<file path="src/rtl/core/hbs_pkg.sv">
// Package with the field widths and the controller/datapath handshake types.
`default_nettype none

package hbs_pkg;

	// Fixed widths of the channel fields.
	localparam int PHASE_W   = 2;
	localparam int MASK_W    = 64;
	localparam int TASK_IDX_W = 5;
	localparam int BATCH_W   = 5;

	// Commands from the controller to the datapath.
	typedef struct packed {
		logic load;        // store the incoming record and update the edge matrix
		logic pick;        // register the next batch of the current phase
		logic phase_next;  // current phase has nothing open, move on
		logic emit;        // move the lowest task of the batch to the output register
		logic clear;       // schedule finished, return to an empty store
	} hbs_cmd_t;

	// Status from the datapath to the controller.
	typedef struct packed {
		logic phase_empty;    // no open task in the current phase
		logic slot_free;      // output register can take a result this cycle
		logic last_in_batch;  // task about to be emitted closes its batch
		logic last_in_sched;  // task about to be emitted closes the schedule
	} hbs_sts_t;

endpackage

`default_nettype wire

</file>
<file path="src/rtl/core/hbs_ctrl.sv">
// Controller state machine: record loading, batch selection and emission.
`default_nettype none

module hbs_ctrl import hbs_pkg::*; (
	input  wire logic     clk,
	input  wire logic     arst_n,
	input  wire logic     task_valid,
	input  wire logic     task_last,
	output logic          task_ready,
	input  wire hbs_sts_t sts,
	output hbs_cmd_t      cmd
);

	typedef enum logic [1:0] {
		S_LOAD,
		S_PICK,
		S_EMIT
	} state_t;

	state_t state_q;
	logic   ready_q;

	// Commands follow the state and the datapath status.
	assign task_ready     = ready_q;
	assign cmd.load       = task_valid & ready_q;
	assign cmd.pick       = (state_q == S_PICK) & ~sts.phase_empty;
	assign cmd.phase_next = (state_q == S_PICK) & sts.phase_empty;
	assign cmd.emit       = (state_q == S_EMIT) & sts.slot_free;
	assign cmd.clear      = cmd.emit & sts.last_in_sched;

	// State register with the registered ready.
	always_ff @(posedge clk or negedge arst_n) begin
		if (!arst_n) begin
			state_q <= S_LOAD;
			ready_q <= 1'b1;
		end else begin
			case (state_q)
				S_LOAD: begin
					if (task_valid && ready_q && task_last) begin
						state_q <= S_PICK;
						ready_q <= 1'b0;
					end
				end
				S_PICK: begin
					if (!sts.phase_empty) begin
						state_q <= S_EMIT;
					end
				end
				S_EMIT: begin
					if (sts.slot_free && sts.last_in_sched) begin
						state_q <= S_LOAD;
						ready_q <= 1'b1;
					end else if (sts.slot_free && sts.last_in_batch) begin
						state_q <= S_PICK;
					end
				end
				default: begin
					state_q <= S_LOAD;
					ready_q <= 1'b1;
				end
			endcase
		end
	end

endmodule

`default_nettype wire

</file>
<file path="config.mk">
export PLATFORM = sky130hd
export DESIGN_NAME = hbs_ctrl
export DESIGN_NICKNAME = d
export VERILOG_FILES = /design/src/rtl/core/hbs_pkg.sv /design/src/rtl/core/hbs_ctrl.sv
export SDC_FILE = /design/constraint.sdc
export NUM_CORES = 1
export LEC_CHECK = 0
export ABC_CLOCK_PERIOD_IN_PS = 2600
export BUFFER_PORTS_ARGS = -buffer_cell sky130_fd_sc_hd__buf_4
export CAP_MARGIN = 20
export CORE_AREA = 5 5 42 44
export CTS_CLUSTER_DIAMETER = 100
export DETAILED_ROUTE_END_ITERATION = 8
export DIE_AREA = 0 0 47 49
export PLACE_DENSITY = 0.33
export REMOVE_ABC_BUFFERS = 1
export SYNTH_ARGS = -nofsm -noshare
export SYNTH_HDL_FRONTEND = slang
export SYNTH_SLANG_ARGS = --single-unit
</file>
<file path="constraint.sdc">
create_clock -name clk -period 2.6 [get_ports clk]
set_input_delay 0 -clock clk [delete_from_list [all_inputs] [get_ports clk]]
set_output_delay 0 -clock clk [all_outputs]
set_load 0.02 [all_outputs]
</file>
==> impl_metrics.toml, run 1 <==
[status]
status = "completed"

[placement]
portBuffers = 13
placed_cell_area_sq_um = 307
hpwl_microns = 471
place_ws_ns = 1.58
gp_congestion = 0.726

[global_routing]
grt.overflow.total = 0
grt_antenna_before_repair = 0
grt_start_max_net_pins = 6
grt_pass1_vias = 230
grt_use_total_pct = 6.70
grt_pass1_wl_mm = 1.08

[critical_path]
rrSetupSlack_ns = 1.58
cp.buffers_inverters = 2
r2r_end = "state_q[0]"
worstPathMaxFanout = 5
crit_required_ns = 2.60
cp-end-kind = "output port"
critPathKind = "flop to output port"
setup.worst_path.start_class = "flop"
rr_startpoint = "state_q[0]"
crit_chain = "inv_2, and3_4, and2_2, buf_4"
worst_path_max_delay_cell = "dfrtp_1"
cp_slowest_stage_delay_ns = 0.41
path_delay_family = "flip-flops"
arrival_ns = 1.22
ff2ff_path_depth = 3

[flow_run]
cap_violations = 0

[routing]
detail_route.drc_violations = 0
drtAntennaViolNets = 0
drtIter0Drc = 2
vias = 234
dr.pass1.iters = 4
wl_per_cell_microns = 11.2
viasPerCell = 4.33
finalWirelength_microns = 605

[pwr]
total_leakage_power_nw = 0.163
power_w = 0.000147
vdd_drop_max_mv = 0.168
power.density_nw_per_um2 = 430

[clock_tree]
clockBufferDepth = 2
clk_pin_slew_ns = 0.04
cts_inserted_buffers = 3
cts_tree = "built"
clkLatencyLatePin_ns = 0.24
htree_levels = 1
postCtsSetupBuffers = 0
cts_root_buf = "clkbuf_4"
cts_sinks = 3

[min_path]
hold_start = "sts[1]"
hold_path_class = "input pin to flop"
min_to = "state_q[0]"
worstHoldPathCells = 2

[synthesis]
synth_area_leaders = "dfrtp_1, dfstp_2, and3_4"
synth-seq-cells = 3
yosysTopAreaCellShare_pct = 26.5
synth_cell_types = 17
ys.flop_type = "dfrtp_1"
synth_common_cells = "dfrtp_1, inv_1, o21ai_0"
syn_area_sq_um = 189
synthArstFlopShare_pct = 100
syn_avg_cell_area_sq_um = 9.45
synth_edf_count = 0
ys.warnings.count = 0
synth_top_area_cell = "dfrtp_1"
ys_seq_area_share_pct = 40.4
syn-instance-count = 20

[floorplan]
die_w_microns = 47
num_rows = 14
fp.dieH_microns = 49
die_area_sq_um = 2300
core_region_area_sq_um = 1400
ios = 14
initial_core_util_pct = 13.5

[final_layout]
syn_to_final_growth_pct = 81.5
antenna_cells = 0
fin_area_sq_um = 343
nFillCells = 170
drive_above_1_share_pct = 63.2
nets = 47
multi_input_area_sq_um = 101
regArea_sq_um = 76.3

[sta]
clock_skew_ns = 0.00338
rsz0062_at_grt = "false"
finalHoldViolations = 0
fmax_ghz = 0.819
setup_ws_ns = 1.38
fin_crit_ns = 1.22
setup_viol = 0
worst-slew-pin-transition_ns = 0.195
whs_ns = 0.0404
period_share_pct = 47.0
relSlewSlack_pct = 87.0
slew_viol_final = 0
finalSetupTns_ns = 0
==> power by group <==
group | switching, W | leakage [nW] | internal (W)
sequential | 0.0000000864 | 0.0383 | 0.0000470
combinational | 0.00000562 | 0.110 | 0.00000892
clock | 0.0000280 | 0.0150 | 0.0000578
total | 0.0000337 | 0.163 | 0.000114
==> cells in the final DEF, fill, tap and decap left out, types with 2 or more instances in the layout <==
master and count:
buf_4 13, clkbuf_4 3, inv_1 2, o21ai_0 2, dfrtp_1 2
==> timing repair <==
item | in CTS | in global routing
hold buffers | 1 | 0
endpoints found under the hold margin | 3 | 0
resized for setup | 0 | 0
==> per-layer routing <==
metal | share of wire, % | global-route usage [%] | up-vias | wire (microns)
met5 | 0 | 0 | - | 0
met4 | 1.3 | 2.76 | 0 | 8
met3 | 15 | 4.80 | 2 | 89
met2 | 44 | 9.05 | 14 | 265
met1 | 40 | 7.95 | 106 | 241
li1 | - | - | 112 | -
==> worst register-to-register path, cell delays in order (launching register included) <==
cell and delay (ns):
dfrtp_1 0.41, inv_2 0.07, and3_4 0.18, a32o_1 0.25
==> sequential cells by signal (all words and copies together) (netlist names) <==
signal / cells
task_ready: 1
state_q: 2
==> area by class of cell <==
type	instances	area share, %
Timing Repair Buffer	14	31.4
Tap cell	16	5.84
Sequential cell	3	22.3
Inverter	3	3.28
Clock buffer	4	7.66
Multi-Input combinational cell	14	29.6
==> kinds of logic after synthesis <==
| kind of cell | after synthesis | synth area share [%] |
|---|---|---|
| simple gates | 7 | 27.2 |
| compound gates | 7 | 26.5 |
| flops | 3 | 40.4 |
| buf+inv | 3 | 5.96 |
==> per-stage QoR <==
stage / std cells / utilization, %
floorplan: 20 / -
global placement: 49 / 21.9
detailed placement: 49 / 21.9
CTS: 54 / 24.5
global route: 54 / 24.5
finish: 54 / 24.5
==> worst max path at each step <==
stage | cells past startpoint | slack (ns) | start | end
2_1_floorplan | 3 | 1.57 | state_q[0] | state_q[1]
4_1_cts | 4 | 1.37 | state_q[0] | cmd[0]
6_report | 4 | 1.38 | state_q[0] | cmd[0]
3_5_place_dp | 3 | 1.58 | state_q[0] | state_q[0]
3_3_place_gp | 3 | 1.58 | state_q[0] | state_q[0]
5_1_grt | 4 | 1.33 | state_q[0] | cmd[0]
No activity file was read; power rests on OpenSTA's default activity.
==> run 2, diff against run 1 <==
Settings changed: ABC_AREA set to 1, ABC_CLOCK_PERIOD_IN_PS 2600 to 1200.
Clock period 2.6 ns to 1.2 ns, I/O delays scaled along.
==> run 2 against run 1 <==
Net effect: design area up 2.2%; cell count rose by 20%; critical path type unchanged; core utilization increased by 0.54 points; largest cell class unchanged; clock power rose by 100%; hold slack better by 0.036 ns.
==> impl_metrics.toml, run 2 <==
[critical_path]
rrSetupSlack_ns = 0.23
crit_required_ns = 1.20
ff2ff_path_depth = 4
setup.worst_path.start_class = "flop"
r2r_end = "state_q[0]"
worstPathMaxFanout = 6
arrival_ns = 1.10
cp-end-kind = "output port"
critPathKind = "flop to output port"
rr_startpoint = "task_ready"

[synthesis]
ys.flop_type = "dfrtp_1"
synth_top_family_by_area = "simple AND/OR/NAND/NOR gates"
synth_cell_types = 10
synth_area_leaders = "dfrtp_1, nand2_1, dfstp_2"
synthAdderAreaFrac_pct = 0
synth_edf_count = 0
synthArstFlopShare_pct = 100
yosysTopAreaCellShare_pct = 25.8
synth.area.mux_share_pct = 0
syn-instance-count = 31
syn_area_sq_um = 194
synth_top_area_cell = "dfrtp_1"
synth_xor_area_share_pct = 0
ys.warnings.count = 0
synth_compound_area_share_pct = 5.16
ys_seq_area_share_pct = 39.4
synth_common_cells = "nand2_1, inv_1, nand3_1, nor2_1"
synth-simple-area-share_pct = 43.9
syn_avg_cell_area_sq_um = 6.26
synth-seq-cells = 3
synth.most_common_cell = "nand2_1"

[global_routing]
grt.overflow.total = 0
grt_pass1_wl_microns = 917
grt_start_max_net_pins = 7
grt_pass1_vias = 258
grt_antenna_before_repair = 0
grt_use_total_pct = 5.72

[sta]
worst-slew-pin-transition_ns = 0.189
fin_crit_ns = 1.10
period_share_pct = 91.4
setup_viol = 0
fmax_ghz = 0.912
finalHoldViolations = 0
relSlewSlack_pct = 87.4
rsz0062_at_grt = "false"
slew_viol_final = 0
finalSetupTns_ns = 0
whs_ns = 0.0767
clock_skew_ns = 0.00232

[routing]
vias = 239
finalWirelength_microns = 554
detail_route.drc_violations = 0
dr.pass1.iters = 2
wl_per_cell_microns = 8.52
viasPerCell = 3.68
drtAntennaViolNets = 0
drtIter0Drc = 1

[clock_tree]
cts_root_buf = "clkbuf_4"
clk_pin_slew_ns = 0.04
clockBufferDepth = 2
cts_sinks = 3
cts_inserted_buffers = 3
htree_levels = 1
clkLatencyLatePin_ns = 0.23
cts_tree = "built"

[floorplan]
die_area_sq_um = 2300
initial_core_util_pct = 13.8
ios = 14
fp.dieH_microns = 49
num_rows = 14
core_region_area_sq_um = 1400
die_w_microns = 47

[final_layout]
syn_to_final_growth_pct = 80.6
mostFrequentLayoutCell = "buf_4"
regMostFlops = "state_q"
drive_above_1_share_pct = 42.9
largest_reg_flops = 2
antenna_cells = 0
nets = 58
most-common-layout-cells = "buf_4, nand2_1, inv_1, nand3_1"

[placement]
portBuffers = 13
gp_congestion = 0.712
hpwl_microns = 481

[flow_run]
cap_violations = 0

[min_path]
hold_start = "sts[1]"
worstHoldPathCells = 3
min_to = "state_q[0]"
hold_path_class = "input pin to flop"

[pwr]
power.density_nw_per_um2 = 2370
total_leakage_power_nw = 0.202
vdd_drop_max_mv = 0.848

[status]
status = "completed"
run 2: how the worst max path moves through the flow:
stage / start / endpoint / slack [ns]
2_1_floorplan: state_q[1] / state_q[1] / 0.18
3_3_place_gp: task_ready / state_q[0] / 0.20
3_5_place_dp: task_ready / state_q[0] / 0.21
4_1_cts: state_q[1] / cmd[2] / 0.06
5_1_grt: state_q[1] / cmd[3] / 0.003
6_report: state_q[1] / cmd[3] / 0.10
run 2: layout make-up:
type / instances / area, sq um
fill: 165 / 1050
timing repair buffer: 14 / 108
multi-input combinational: 22 / 97.6
sequential: 3 / 76.3
clock buffer: 4 / 26.3
inverter: 6 / 22.5
tap: 16 / 20.0
run 2: timing repair:
action | in CTS | in global routing
buffers inserted | 0 | 0
setup endpoints to repair | 0 | 2
endpoints found under the hold margin | 3 | 0
hold buffers | 1 | 0
gates resized for setup | 0 | 1
run 2: cell families after synthesis:
| kind of cell | Yosys count |
|---|---|
| AND/OR/NAND/NOR | 20 |
| buffers and inverters | 6 |
| flip-flops | 3 |
| AO/OA/AOI/OAI | 2 |
run 2: stage by stage:
| stage | power (W) | instances | cell area (sq um) | utilization, % | worst slack, ns |
|---|---|---|---|---|---|
| after floorplan | 0.000490 | 31 | 194 | - | 0.183 |
| after detailed placement | 0.000654 | 60 | 312 | 22.2 | 0.215 |
| final | 0.000830 | 65 | 350 | 25.0 | 0.104 |
| after global routing | 0.000925 | 65 | 350 | 25.0 | 0.00338 |
| after global placement | 0.000661 | 60 | 312 | 22.2 | 0.204 |
| after CTS | 0.000843 | 65 | 348 | 24.8 | 0.0634 |
run 2: metal layers:
metal  up-vias  wire length [microns]  track usage, %
met4         0                      0            5.53
met1       102                    227            6.42
met3         0                     51            1.11
met5         -                      0               0
met2         9                    275            8.37
li1        128                      -               -
run 2: where the power goes:
part	switching [W]	leakage, nW	internal (W)
combinational	0.000253	0.152	0.000180
clock	0.0000501	0.0150	0.000124
sequential	0.0000554	0.0357	0.000167
total	0.000358	0.202	0.000472
run 2: worst max-delay path: stages, from the launching register on:
cell and delay [ns]:
dfrtp_1 0.43, nor2_2 0.16, inv_2 0.05, nor2_2 0.09, buf_4 0.15
==> run 3, diff against run 2 <==
Settings changed: ABC_CLOCK_PERIOD_IN_PS 1200 to 950, CORE_AREA 5 5 42 44 to 4 4 41 43, DIE_AREA 0 0 47 49 to 0 0 45 47, PLACE_DENSITY 0.33 to 0.34.
Clock period 1.2 ns to 0.95 ns, I/O delays scaled along.
==> run 3 against run 2 <==
Net effect: the flow now finishes with violations (negative setup slack); sequential share of layout area decreased by 5.8 points; first-iteration DRC count up 100%; flip-flop and latch count unchanged; core utilization increased by 12 points; hold slack worse by 0.036 ns; non-clock buffer count rose by 6; critical path type unchanged; highest routed layer unchanged.
==> impl_metrics.toml, run 3 (same netlist as run 2, synthesis figures left out) <==
[status]
status = "finished with violations"
violations = "negative setup slack"

[critical_path]
arrival_ns = 1.10
ff2ff_path_depth = 6
critPathKind = "flop to output port"
worstPathMaxFanout = 5
setup.worst_path.start_class = "flop"
cp_slowest_stage_delay_ns = 0.45
crit_required_ns = 0.95
cp-end-kind = "output port"
crit_chain = "buf_4, nand2_4, nor2_1, buf_4"
worst_path_max_delay_cell = "dfrtp_2"
cp_common_cell = "buf_4"
r2r_end = "state_q[0]"
rrSetupSlack_ns = -0.10
rr_startpoint = "state_q[1]"

[min_path]
min_to = "state_q[0]"
hold_path_class = "input pin to flop"
hold_start = "sts[1]"
worstHoldPathCells = 3

[clock_tree]
cts_inserted_buffers = 3
cts_sinks = 3
clkLatencyLatePin_ns = 0.23
clk_pin_slew_ns = 0.04
htree_levels = 1
clockBufferDepth = 2
cts_root_buf = "clkbuf_4"
cts_tree = "built"

[global_routing]
grt.busiest_layer = "met2"
use_met2_pct = 11.0
grt_use_total_pct = 6.72
grt_antenna_before_repair = 0
grt_pass1_vias = 266
grt.overflow.total = 0
use_met1_pct = 7.76
grt_start_max_net_pins = 7
use_met3_pct = 1.15
grt_pass1_wl_mm = 1.02

[placement]
hpwl_microns = 502
gp_congestion = 0.714
dpl.cell_count = 61
portBuffers = 13

[sta]
fmax_ghz = 0.912
finalSetupTns_ns = -0.753
rsz0062_at_grt = "true"
finalHoldViolations = 0
slew_viol_final = 0
clock_skew_ns = 0.00198
relSlewSlack_pct = 89.8
fin_crit_ns = 1.10
period_share_pct = 115
setup_viol = 8
setup_ws_ns = -0.146
worst-slew-pin-transition_ns = 0.153

[floorplan]
fp.dieH_microns = 47
die_w_microns = 45
num_rows = 13
die_area_sq_um = 2120
core_region_area_sq_um = 1300
ios = 14
initial_core_util_pct = 14.9

[routing]
drtIter0Drc = 2
vias = 277
wl_per_cell_microns = 9.79
finalWirelength_microns = 685
viasPerCell = 3.96
detail_route.drc_violations = 0
drtAntennaViolNets = 0
dr.pass1.iters = 4

[pwr]
seq_power_share_pct = 18.6
combPwrFrac_pct = 67.5
power.density_nw_per_um2 = 3220
swShare_pct = 42.1
power_w = 0.00156
p_int_w = 0.000902
clock_power_share_pct = 13.9
total_leakage_power_nw = 0.249
vdd_drop_max_mv = 1.22
p_sw_w = 0.000656

[final_layout]
syn_to_final_growth_pct = 150
regMostFlops = "state_q"
post-route-util_pct = 37.2
nets = 64
drive_above_1_share_pct = 76.4
largest_reg_flops = 2
antenna_cells = 0
final_cells = 70
most-common-layout-cells = "buf_4, buf_6, inv_2"
mostFrequentLayoutCell = "buf_4"

[flow_run]
cap_violations = 0
==> run 3: changes by cell type in the layout (fill, tap and decap cells not counted), sizes merged <==
cell  before  now
buf       13   19
==> run 3: area by class of cell <==
type                            count  area, sq um
Fill cell                         145          817
Timing Repair Buffer               20          179
Multi-Input combinational cell     22          160
Sequential cell                     3         77.6
Clock buffer                        4         26.3
Inverter                            6         22.5
Tap cell                           15         18.8
==> run 3: worst max-delay path by stage <==
stage / from / end / cells after the start
floorplan: state_q[1] / state_q[1] / 4
global placement: task_ready / state_q[0] / 4
detailed placement: state_q[1] / state_q[1] / 3
CTS: state_q[1] / cmd[3] / 4
global route: state_q[0] / cmd[1] / 5
finish: state_q[1] / cmd[0] / 4
==> run 3: power by group through the flow <==
stage / Clock [W] / Combinational (W) / Sequential (W)
finish: 0.000217 / 0.00105 / 0.000290
global route: 0.000233 / 0.00114 / 0.000300
CTS: 0.000229 / 0.000731 / 0.000279
detailed placement: 0 / 0.000616 / 0.000265
global placement: 0 / 0.000620 / 0.000266
floorplan: 0 / 0.000327 / 0.000293
==> run 3: worst max-delay path: cells and delay by family, from the launching register on <==
family	cells	cell delay [ns]
and+or+nand+nor	2	0.10
buffers and inverters	2	0.32
DFF	1	0.45
==> run 3: stage by stage <==
stage	worst slack, ns	hold slack (ns)	instance area, sq um
after floorplan	-0.0669	-0.296	194
after global placement	-0.00542	-0.209	325
after detailed placement	0.00890	-0.210	325
after CTS	-0.148	0.0804	393
after global routing	-0.186	0.0721	484
final	-0.146	0.0410	484
==> run 3: layer usage <==
| layer | part of all wire, % | vias to the layer above |
|---|---|---|
| met5 | 0 | - |
| met4 | 0 | 0 |
| met3 | 6.7 | 0 |
| met2 | 56 | 8 |
| met1 | 37 | 128 |
| li1 | - | 141 |
==> run 3: what timing repair did <==
item                                    in CTS  in global routing
hold buffers                                 1                  0
hold endpoints to repair                     3                  0
gates cloned                                 0                  0
buffers inserted                             1                  3
resized for setup                            9                 19
pin swaps                                    1                  4
endpoints found under the setup margin       6                  9
